`config.mk`:
```
export PLATFORM = sky130hd
export DESIGN_NAME = at_response_matcher
export DESIGN_NICKNAME = d
export VERILOG_FILES = /design/src/rtl/core/atrm_pkg.sv /design/src/rtl/core/at_response_matcher.sv
export SDC_FILE = /design/constraint.sdc
export NUM_CORES = 1
export LEC_CHECK = 0
export BUFFER_PORTS_ARGS = -buffer_cell sky130_fd_sc_hd__buf_2
export CORE_ASPECT_RATIO = 1.2
export CORE_MARGIN = 2
export CORE_UTILIZATION = 60
export DETAILED_ROUTE_END_ITERATION = 12
export GPL_TIMING_DRIVEN = 0
export PLACE_DENSITY = 0.83
export SLEW_MARGIN = 0
export SYNTH_ARGS = -nofsm -noshare
export SYNTH_HDL_FRONTEND = slang
export SYNTH_SLANG_ARGS = --single-unit
export TNS_END_PERCENT = 1
```
`constraint.sdc`:
```
create_clock -name clk_i -period 3 [get_ports clk_i]
set_input_delay 0.15 -clock clk_i [delete_from_list [all_inputs] [get_ports clk_i]]
set_output_delay 0.15 -clock clk_i [all_outputs]
set_load 0.03 [all_outputs]
```
`src/rtl/core/atrm_pkg.sv`:
```
package atrm_pkg;

  localparam int unsigned MaxPromptBytes = 8;
  localparam int unsigned MaxTermBytes   = 16;

  localparam int unsigned CfgIdxW  = 3;
  localparam int unsigned CfgDataW = 64;

  localparam logic [7:0] CharCr = 8'h0D;

  typedef enum logic [1:0] {
    PhasePrompt = 2'd0,
    PhaseGather = 2'd1,
    PhaseTerm   = 2'd2
  } phase_e;

  typedef enum logic [CfgIdxW-1:0] {
    RegPromptChars = 3'd0,
    RegPromptLen   = 3'd1,
    RegTermLow     = 3'd2,
    RegTermHigh    = 3'd3,
    RegTermLen     = 3'd4,
    RegRespCap     = 3'd5
  } cfg_reg_e;

  typedef enum logic {
    ActStart = 1'b0,
    ActByte  = 1'b1
  } action_e;

endpackage

```
`src/rtl/core/at_response_matcher.sv`:
```
// An accepted input word passes through the input register and then the result
// register before its result word appears on m_axis. Throughput: one word per
// cycle while m_axis_tready holds; the input register refills while a result waits in the output register.
// Reset (rst_ni, asynchronous, active low): configuration takes its reset
// values, matchers cleared, phase is terminator only, both stages empty.
module at_response_matcher import atrm_pkg::*; (
  input  logic                clk_i,
  input  logic                rst_ni,
  // configuration write port
  input  logic                cfg_we_i,
  input  logic [CfgIdxW-1:0]  cfg_idx_i,
  input  logic [CfgDataW-1:0] cfg_data_i,
  // received characters
  input  logic                s_axis_tvalid,
  output logic                s_axis_tready,
  input  logic [7:0]          s_axis_tdata,   // [7:0] rx_byte
  input  logic                s_axis_tuser,   // [0] action
  // results
  output logic                m_axis_tvalid,
  input  logic                m_axis_tready,
  output logic [15:0]         m_axis_tdata,   // [7:0] response_byte, [8] matched,
                                              // [10:9] phase, [15:11] zero
  output logic                m_axis_tuser    // [0] response_valid
);

  // configuration
  logic [63:0] prompt_chars_q;
  logic [3:0]  prompt_len_q;
  logic [127:0] term_chars_q;
  logic [4:0]  term_len_q;
  logic [7:0]  resp_cap_q;

  always_ff @(posedge clk_i or negedge rst_ni) begin
    if (!rst_ni) begin
      prompt_chars_q <= '0;
      prompt_len_q   <= '0;
      term_chars_q   <= '0;
      term_len_q     <= 5'd1;
      resp_cap_q     <= '0;
    end else if (cfg_we_i) begin
      case (cfg_reg_e'(cfg_idx_i))
        RegPromptChars: prompt_chars_q       <= cfg_data_i;
        RegPromptLen:   prompt_len_q         <= cfg_data_i[3:0];
        RegTermLow:     term_chars_q[63:0]   <= cfg_data_i;
        RegTermHigh:    term_chars_q[127:64] <= cfg_data_i;
        RegTermLen:     term_len_q           <= cfg_data_i[4:0];
        RegRespCap:     resp_cap_q           <= cfg_data_i[7:0];
        default: ;
      endcase
    end
  end

  // input register
  logic       in_valid_q, in_valid_d;
  logic       in_action_q;
  logic [7:0] in_byte_q;
  logic       advance;

  assign advance       = in_valid_q && (!m_axis_tvalid || m_axis_tready);
  assign s_axis_tready = !in_valid_q || advance;

  always_comb begin
    in_valid_d = in_valid_q;
    if (s_axis_tvalid && s_axis_tready) begin
      in_valid_d = 1'b1;
    end else if (advance) begin
      in_valid_d = 1'b0;
    end
  end

  always_ff @(posedge clk_i or negedge rst_ni) begin
    if (!rst_ni) begin
      in_valid_q <= 1'b0;
    end else begin
      in_valid_q <= in_valid_d;
    end
  end

  always_ff @(posedge clk_i) begin
    if (s_axis_tvalid && s_axis_tready) begin
      in_action_q <= s_axis_tuser;
      in_byte_q   <= s_axis_tdata;
    end
  end

  // matcher state
  logic [3:0] prompt_pos_q, prompt_pos_d;
  logic [4:0] term_pos_q, term_pos_d;
  phase_e     phase_q, phase_d;
  logic [7:0] room_q, room_d;
  logic       done_q, done_d;
  logic [7:0] resp_byte;
  logic       resp_valid;

  logic [3:0] plen;
  logic [4:0] tlen;
  logic [7:0] prompt_cur, term_cur;

  always_comb begin
    plen = (prompt_len_q > 4'(MaxPromptBytes)) ? 4'(MaxPromptBytes) : prompt_len_q;
    if (term_len_q == 5'd0) begin
      tlen = 5'd1;
    end else if (term_len_q > 5'(MaxTermBytes)) begin
      tlen = 5'(MaxTermBytes);
    end else begin
      tlen = term_len_q;
    end
  end

  assign prompt_cur = prompt_chars_q[{prompt_pos_q[2:0], 3'b000} +: 8];
  assign term_cur   = term_chars_q[{term_pos_q[3:0], 3'b000} +: 8];

  always_comb begin
    prompt_pos_d = prompt_pos_q;
    term_pos_d   = term_pos_q;
    phase_d      = phase_q;
    room_d       = room_q;
    done_d       = done_q;
    resp_byte    = '0;
    resp_valid   = 1'b0;

    if (action_e'(in_action_q) == ActStart) begin
      prompt_pos_d = '0;
      term_pos_d   = '0;
      done_d       = 1'b0;
      room_d       = resp_cap_q;
      phase_d      = (plen != 4'd0) ? PhasePrompt : PhaseTerm;
    end else if (!done_q) begin
      if (plen != 4'd0) begin
        case (phase_q)
          PhasePrompt: begin
            if (in_byte_q == prompt_cur) begin
              prompt_pos_d = prompt_pos_q + 4'd1;
              if (prompt_pos_d >= plen) begin
                phase_d = PhaseGather;
              end
            end else begin
              prompt_pos_d = (in_byte_q == prompt_chars_q[7:0]) ? 4'd1 : 4'd0;
            end
          end
          PhaseGather: begin
            if (resp_cap_q != 8'd0) begin
              if (in_byte_q == CharCr || room_q < 8'd2) begin
                phase_d = PhaseTerm;
              end else begin
                resp_byte  = in_byte_q;
                resp_valid = 1'b1;
                room_d     = room_q - 8'd1;
              end
            end
          end
          default: ;
        endcase
      end

      // terminator matcher runs on every byte, in every phase, until the terminator has matched
      if (in_byte_q == term_cur) begin
        term_pos_d = term_pos_q + 5'd1;
        if (term_pos_d >= tlen) begin
          done_d = 1'b1;
        end
      end else begin
        term_pos_d = (in_byte_q == term_chars_q[7:0]) ? 5'd1 : 5'd0;
      end
    end
  end

  always_ff @(posedge clk_i or negedge rst_ni) begin
    if (!rst_ni) begin
      prompt_pos_q <= '0;
      term_pos_q   <= '0;
      phase_q      <= PhaseTerm;
      room_q       <= '0;
      done_q       <= 1'b0;
    end else if (advance) begin
      prompt_pos_q <= prompt_pos_d;
      term_pos_q   <= term_pos_d;
      phase_q      <= phase_d;
      room_q       <= room_d;
      done_q       <= done_d;
    end
  end

  // result register
  logic       out_valid_q;
  logic [7:0] out_byte_q;
  logic       out_rv_q;
  logic       out_matched_q;
  phase_e     out_phase_q;

  always_ff @(posedge clk_i or negedge rst_ni) begin
    if (!rst_ni) begin
      out_valid_q <= 1'b0;
    end else if (advance) begin
      out_valid_q <= 1'b1;
    end else if (m_axis_tready) begin
      out_valid_q <= 1'b0;
    end
  end

  always_ff @(posedge clk_i) begin
    if (advance) begin
      out_byte_q    <= resp_byte;
      out_rv_q      <= resp_valid;
      out_matched_q <= done_d;
      out_phase_q   <= phase_d;
    end
  end

  assign m_axis_tvalid = out_valid_q;
  assign m_axis_tdata  = {5'b00000, out_phase_q, out_matched_q, out_byte_q};
  assign m_axis_tuser  = out_rv_q;

endmodule

```
; Word level (Yosys, flattened, before mapping)
; Index checks and enable logic that the tools add are counted.
[word_totals]
ff_bits = 252
latch_bits = 0
mem_bits_rw = 0
romBits = 0
inputBits = 81
memories = 0
[classes]
n_addsub = 3
mul = 0
div_mod_pow = 0
order_cmp = 5
eq_ne = 17
shift = 2
mux = 37
bitwise = 4
reduce_logical = 25
[ops]
columns = op, n
row1 = 128-bit by 8-bit variable part select with 8-bit output, 1
row2 = 64-bit by 7-bit variable part select with 8-bit output, 1
row3 = 8-bit two-way mux, 6
row4 = 8-bit equality test, 4
row5 = 5-bit two-way mux, 5
row6 = 4-bit two-way mux, 6
row7 = 2-bit two-way mux, 8
row8 = 2-bit AND reduction, 7
row9 = 1-bit two-way mux, 11
row10 = "8-bit by 4-bit equality test with 1-bit output, second input constant", 1
row11 = "8-bit by 2-bit < comparator with 1-bit output, second input constant", 1
row12 = "2-bit by 1-bit != test with 1-bit output, second input constant", 4
row13 = 8-bit nonzero test, 1
row14 = "8-bit by 1-bit subtractor with 8-bit output, second input constant", 1
row15 = "3-bit by 2-bit equality test with 1-bit output, second input constant", 2
row16 = "3-bit equality test, second input constant", 2
row17 = 6-bit AND reduction, 1
row18 = 6-bit OR reduction, 1
row19 = "5-bit by 1-bit adder with 5-bit output, second input constant", 1
row20 = 5-bit >= comparator, 1
row21 = "5-bit > comparator, second input constant", 1
row22 = 5-bit zero test, 1
row23 = 5-bit OR reduction, 1
row24 = "4-bit by 1-bit adder with 4-bit output, second input constant", 1
row25 = 15 further kinds, 24

; Longest topological paths before layout
[depth]
depth_word = 9
depth_mapped = 11
ltp_nobuf = 11

; Worst setup path after synthesis
; Ideal clock, no wire load.
[synth_path]
path_kind = reg2reg
from = register term_pos_q[1]
to = register term_pos_q[0]
arrival_ns = 2.612
required_ns = 2.931
setup_slack_ns = 0.319
stages_incl_launch_ff = 10
n_path_buf = 2
synth_period_minus_slack_ns = 2.681
cell_sequence = dfrtp_1 buf_6 nor2b_4 buf_6 a22oi_1 o32ai_1 or4_1 or4_4 or4b_1 nand3_1
[synth_via]
elab_chain_cells = 5
[synth_lines]
columns = item, line
row1 = start: declaration, at_response_matcher.sv:88  ; logic [4:0] term_pos_q, term_pos_d;
row2 = start signal: assignment, at_response_matcher.sv:177  ; term_pos_q <= term_pos_d;
row3 = 128-bit by 8-bit variable part select with 8-bit output, at_response_matcher.sv:111  ; assign term_cur = term_chars_q[{term_pos_q[3:0], 3'b000} +: 8];
row4 = 8-bit equality test, at_response_matcher.sv:157  ; if (in_byte_q == term_cur) begin
row5 = 5-bit two-way mux, at_response_matcher.sv:157
row6 = 5-bit two-way mux, at_response_matcher.sv:128  ; end else if (!done_q) begin
row7 = 5-bit two-way mux, at_response_matcher.sv:122  ; if (action_e'(in_action_q) == ActStart) begin
; Every way passes these cells. The select of a mux whose other input is x is not followed.
; A chain may end at the register's enable or synchronous reset.

; Worst setup path after layout
[layout_path]
from = register term_pos_q[2]
to = register term_pos_q[0]
; The elaborated chain is that of the path after synthesis.

==> summary.json <==
{
  "worst-r2r-cell-count": {"value": 8},
  "power.share.sequential": {"value": 0.440},
  "antenna_found_initial": {"value": 0},
  "area.growth.synth_to_final": {"value": 22.9, "unit": "%"},
  "floorplan.initialDensity": {"value": 0.605},
  "fin_hold_ws": {"value": 0.0372, "unit": "ns"},
  "power.switching": {"value": 2980, "unit": "µW"},
  "synth_area_leaders": {"value": "sky130_fd_sc_hd__dfrtp_1 47%, sky130_fd_sc_hd__mux2_2 19%, sky130_fd_sc_hd__edfxtp_1 5.2%"},
  "setup_repair_after_global_routing_missed_its_margin": {"value": "yes"},
  "cts_max_path_buffers": {"value": 3},
  "routed_wire_length_per_instance": {"value": 23.8, "unit": "µm"},
  "crit_path_end_kind": {"value": "flop"},
  "vias": {"value": 8579},
  "final_layout_size_suffix_gt1_frac": {"value": 0.387},
  "synthesis.instances": {"value": 887},
  "post-synth-top-area-fraction": {"value": 0.472},
  "grt_pass1_wl": {"value": 51.2, "unit": "mm"},
  "synth-main-ff-cell": {"value": "sky130_fd_sc_hd__dfrtp_1"},
  "leakagePower": {"value": 0.00628, "unit": "µW"},
  "final.min_clock_period": {"value": 3.11, "unit": "ns"},
  "power.share.combinational": {"value": 0.229},
  "grt_usage": {"value": 0.315},
  "r2r_end": {"value": "term_pos_q[0]$_DFFE_PN0P_"},
  "power_density": {"value": 708, "unit": "nW/µm²"},
  "final_worst_setup_slack": {"value": -0.115, "unit": "ns"},
  "p_sw_frac": {"value": 0.283},
  "wl_met3": {"value": 2.02, "unit": "mm"},
  "clock_tree.root_cell": {"value": "sky130_fd_sc_hd__clkbuf_16"},
  "clk_latency": {"value": 0.53, "unit": "ns"},
  "total_power": {"value": 10600, "unit": "µW"},
  "hold_path_class": {"value": "input pin to flop"},
  "synthDistinctLibCells": {"value": 58},
  "report.final.slew_viol_count": {"value": 0},
  "h-tree-depth": {"value": 1},
  "r2r_start": {"value": "term_pos_q[2]$_DFFE_PN0P_"},
  "nNetsFinal": {"value": 1193},
  "worstPathRequired": {"value": 3.46, "unit": "ns"},
  "final.period_utilization": {"value": 1.04},
  "vias_per_cell": {"value": 6.20},
  "numClockSinks": {"value": 252},
  "path_max_fanout": {"value": 10},
  "drt_pre_antenna_iters": {"value": 6},
  "die_y": {"value": 160, "unit": "µm"},
  "worstHoldPathCells": {"value": 2},
  "tritoncts": {"value": "yes"},
  "placeableCoreArea": {"value": 20000, "unit": "µm²"},
  "ios": {"value": 100},
  "avgSynthCellArea": {"value": 13.7, "unit": "µm²"},
  "final_skew": {"value": 0.0126, "unit": "ns"},
  "syn_area": {"value": 12100, "unit": "µm²"},
  "grt_max_degree": {"value": 91},
  "failed_checks": {"value": "setup timing"},
  "grt.overflow.total": {"value": 0},
  "path_clk_slew": {"value": 0.07, "unit": "ns"},
  "timing.critical_path.slowest_stage_cell": {"value": "sky130_fd_sc_hd__or4_4"},
  "drv.max_cap_violation_count": {"value": 0},
  "worst_ir_drop_vdd": {"value": 540, "unit": "µV"},
  "gp_congestion": {"value": 0.924},
  "max_slew.worst_pin.slew": {"value": 1.06, "unit": "ns"},
  "synth-edff-count": {"value": 21},
  "intPower": {"value": 7570, "unit": "µW"},
  "worstHoldStart": {"value": "cfg_data_i[1]"},
  "r2r_slack": {"value": -0.11, "unit": "ns"},
  "clock.fmax": {"value": 0.321, "unit": "GHz"},
  "timing.critical_path.cells": {"value": "buf_4, nor3_1, a22oi_1, o2111ai_1, o311ai_1, or4_4, or4b_1, nand3_1"},
  "cts_made_buffers": {"value": 25},
  "detail_route.iter0.violations": {"value": 664},
  "relSlewSlack": {"value": 0.293},
  "worst-setup-path-type": {"value": "flop to flop"},
  "yosys_register_bits": {"value": 252},
  "yosys_warnings": {"value": 0},
  "critical_path.max_stage_delay": {"value": 0.60, "unit": "ns"},
  "clkPwrFrac": {"value": 0.331},
  "fraction_of_the_core_area_covered_by_cells_at_the_end_of_the_flow": {"value": 0.744},
  "route.final.wire_length": {"value": 32.9, "unit": "mm"},
  "drc": {"value": 0},
  "final-hold-violation-count": {"value": 0},
  "postLayoutCellArea": {"value": 14900, "unit": "µm²"},
  "timing.critical_path.from_type": {"value": "flop"},
  "outcome": {"value": "finished, violations left"},
  "io_buffer_count": {"value": 93},
  "routed-wl-met2": {"value": 16.7, "unit": "mm"},
  "setup_viol_count_final": {"value": 3},
  "antennaDiodeCount": {"value": 0},
  "placement.cell_area": {"value": 13000, "unit": "µm²"},
  "topRoutingLayerUsed": {"value": "met4"},
  "cell_type_with_the_largest_total_area_after_synthesis": {"value": "sky130_fd_sc_hd__dfrtp_1"},
  "synth_async_sr_flop_share": {"value": 0.917},
  "number_of_global_route_vias_before_repair": {"value": 9027},
  "floorplan.die.width": {"value": 134, "unit": "µm"},
  "hold_path_end": {"value": "term_chars_q[65]$_DFFE_PN0P_"},
  "met1Wirelength": {"value": 12.6, "unit": "mm"},
  "placementRows": {"value": 57},
  "dp_hpwl": {"value": 22.0, "unit": "mm"},
  "die_area": {"value": 21400, "unit": "µm²"},
  "timing.critical_path.arrival": {"value": 3.57, "unit": "ns"},
  "seq_area_frac_synth": {"value": 0.529},
  "ant_nets": {"value": 0}
}
==> layout by cell type, fill, tap and decap left out, drive strengths merged, types with 6 or more instances in the layout <==
| cell type | Yosys | layout |
|---|---|---|
| dfrtp | 229 | 229 |
| or4 | 7 | 7 |
| inv | 11 | 12 |
| mux4 | 28 | 28 |
| buf | 21 | 127 |
| mux2i | 52 | 52 |
| ha | 12 | 12 |
| xnor2 | 29 | 29 |
| edfxtp | 21 | 21 |
| o21ai | 14 | 14 |
| dlygate4sd3 | 0 | 76 |
| nand3 | 10 | 10 |
| bufinv | 0 | 6 |
| clkinv | 1 | 9 |
| a22oi | 15 | 15 |
| a21o | 6 | 6 |
| xor2 | 11 | 11 |
| a21oi | 16 | 16 |
| nand2b | 6 | 6 |
| nor3 | 6 | 6 |
| nor4 | 6 | 6 |
| and2 | 12 | 12 |
| a221oi | 8 | 8 |
| nor2 | 15 | 15 |
| nand2 | 41 | 41 |
| mux2 | 209 | 209 |
| clkbuf | 38 | 68 |
==> per-layer routing <==
| metal | global-route usage | vias up |
|---|---|---|
| li1 | - | 3705 |
| met1 | 0.395 | 4402 |
| met2 | 0.535 | 366 |
| met3 | 0.0479 | 106 |
| met4 | 0.157 | 0 |
| met5 | 0 | - |
==> critical path: cells and delay by family, from the launching register on <==
| family | cells | cell delay, ns |
|---|---|---|
| compound gates | 3 | 0.58 |
| buf+inv | 1 | 0.22 |
| flops | 1 | 0.45 |
| simple gates | 4 | 1.79 |
==> Yosys cell counts, types with 2 or more instances <==
cell type and count:
sky130_fd_sc_hd__inv_1 11, sky130_fd_sc_hd__and3b_1 3, sky130_fd_sc_hd__buf_6 5, sky130_fd_sc_hd__nand2_1 41, sky130_fd_sc_hd__edfxtp_1 21, sky130_fd_sc_hd__a32o_1 5
sky130_fd_sc_hd__buf_4 8, sky130_fd_sc_hd__and2_1 12, sky130_fd_sc_hd__nand4_1 5, sky130_fd_sc_hd__o32ai_1 4, sky130_fd_sc_hd__o211ai_1 3, sky130_fd_sc_hd__nor3b_1 3
sky130_fd_sc_hd__a21oi_1 16, sky130_fd_sc_hd__dfrtp_1 229, sky130_fd_sc_hd__nand2b_1 6, sky130_fd_sc_hd__nor2b_1 4, sky130_fd_sc_hd__buf_2 4, sky130_fd_sc_hd__ha_1 12
sky130_fd_sc_hd__a221oi_1 8, sky130_fd_sc_hd__nand3b_1 2, sky130_fd_sc_hd__mux2i_1 52, sky130_fd_sc_hd__clkbuf_1 38, sky130_fd_sc_hd__nand3_1 10, sky130_fd_sc_hd__o21ai_0 14
sky130_fd_sc_hd__nor3_1 6, sky130_fd_sc_hd__mux2_2 209, sky130_fd_sc_hd__o31ai_1 2, sky130_fd_sc_hd__nor2_1 15, sky130_fd_sc_hd__xnor2_1 29, sky130_fd_sc_hd__xor2_1 11
sky130_fd_sc_hd__a22oi_1 14, sky130_fd_sc_hd__o22ai_1 5, sky130_fd_sc_hd__mux4_2 28, sky130_fd_sc_hd__o2111ai_1 3, sky130_fd_sc_hd__nor4_1 6, sky130_fd_sc_hd__a22o_1 4
sky130_fd_sc_hd__and3_1 5, sky130_fd_sc_hd__dfstp_2 2, sky130_fd_sc_hd__buf_1 3, sky130_fd_sc_hd__or4_1 6, sky130_fd_sc_hd__a21o_1 6
==> how the worst max path moves through the flow <==
stage                                      from                           end  slack (ns)  cells past startpoint
finish                term_pos_q[2]$_DFFE_PN0P_     term_pos_q[0]$_DFFE_PN0P_       -0.11                      8
CTS                   term_pos_q[0]$_DFFE_PN0P_     term_pos_q[0]$_DFFE_PN0P_      0.0005                     10
global placement                         rst_ni  term_chars_q[40]$_DFFE_PN0P_       -2.14                      1
floorplan             term_pos_q[1]$_DFFE_PN0P_     term_pos_q[0]$_DFFE_PN0P_        0.32                      9
global route          term_pos_q[2]$_DFFE_PN0P_     term_pos_q[0]$_DFFE_PN0P_       -0.22                      8
detailed placement  prompt_pos_q[1]$_DFFE_PN0P_   prompt_pos_q[0]$_DFFE_PN0P_       -0.73                      9
==> flip-flops by register name, summed over array words and instances, names as in the netlist <==
signal and cells:
in_valid_q 1, prompt_len_q 4, m_axis_tuser 1, phase_q 2, in_action_q 1, term_pos_q 5
term_chars_q 128, out_phase_q 2, term_len_q 5, out_byte_q 8, m_axis_tvalid 1, room_q 8
in_byte_q 8, prompt_pos_q 4, prompt_chars_q 64, resp_cap_q 8, out_matched_q 1, done_q 1
==> area by class of cell <==
cell class / instances / area, µm²
Clock inverter: 16 / 248
Tap cell: 265 / 332
Multi-Input combinational cell: 568 / 5450
Timing Repair Buffer: 183 / 1380
Inverter: 12 / 45.0
Buffer: 58 / 364
Sequential cell: 252 / 6410
Clock buffer: 30 / 674
Fill cell: 1242 / 5130
==> through the flow <==
stage,std cells,worst slack (ns),TNS [ns]
2_1_floorplan,891,0.319,0
3_3_place_gp,1249,-2.14,-491.53
3_5_place_dp,1251,-0.735,-3.66
4_1_cts,1373,0.000479,0
5_1_grt,1384,-0.222,-0.831
6_report,1384,-0.115,-0.213
==> power by group through the flow <==
| stage | sequential [µW] | combinational, µW | clock, µW |
|---|---|---|---|
| 2_1_floorplan | 4540 | 1630 | 0 |
| 3_3_place_gp | 4620 | 2160 | 0 |
| 4_1_cts | 4610 | 2360 | 3510 |
| 6_report | 4640 | 2420 | 3490 |
| 3_5_place_dp | 4660 | 2240 | 0 |
| 5_1_grt | 4720 | 2600 | 3670 |
==> what timing repair did <==
| action | in CTS | in global routing |
|---|---|---|
| pin swaps | 1 | 8 |
| endpoints found under the hold margin | 271 | 0 |
| resized for setup | 18 | 21 |
| hold buffers | 76 | 0 |
| setup buffers | 0 | 12 |
| endpoints found under the setup margin | 13 | 9 |
==> cells by family (layout without fill, tap and decap cells) <==
group | count (synthesis) | after routing | synth area share
fa+ha+maj | 12 | 12 | 0.0124
mux | 289 | 289 | 0.289
buf+inv | 71 | 299 | 0.0293
simple gates | 130 | 130 | 0.0573
other cells | 1 | 5 | 0.000309
xor+xnor | 40 | 40 | 0.0289
compound gates | 92 | 92 | 0.0542
flops | 252 | 252 | 0.529
(Power assumes the default switching activity.)
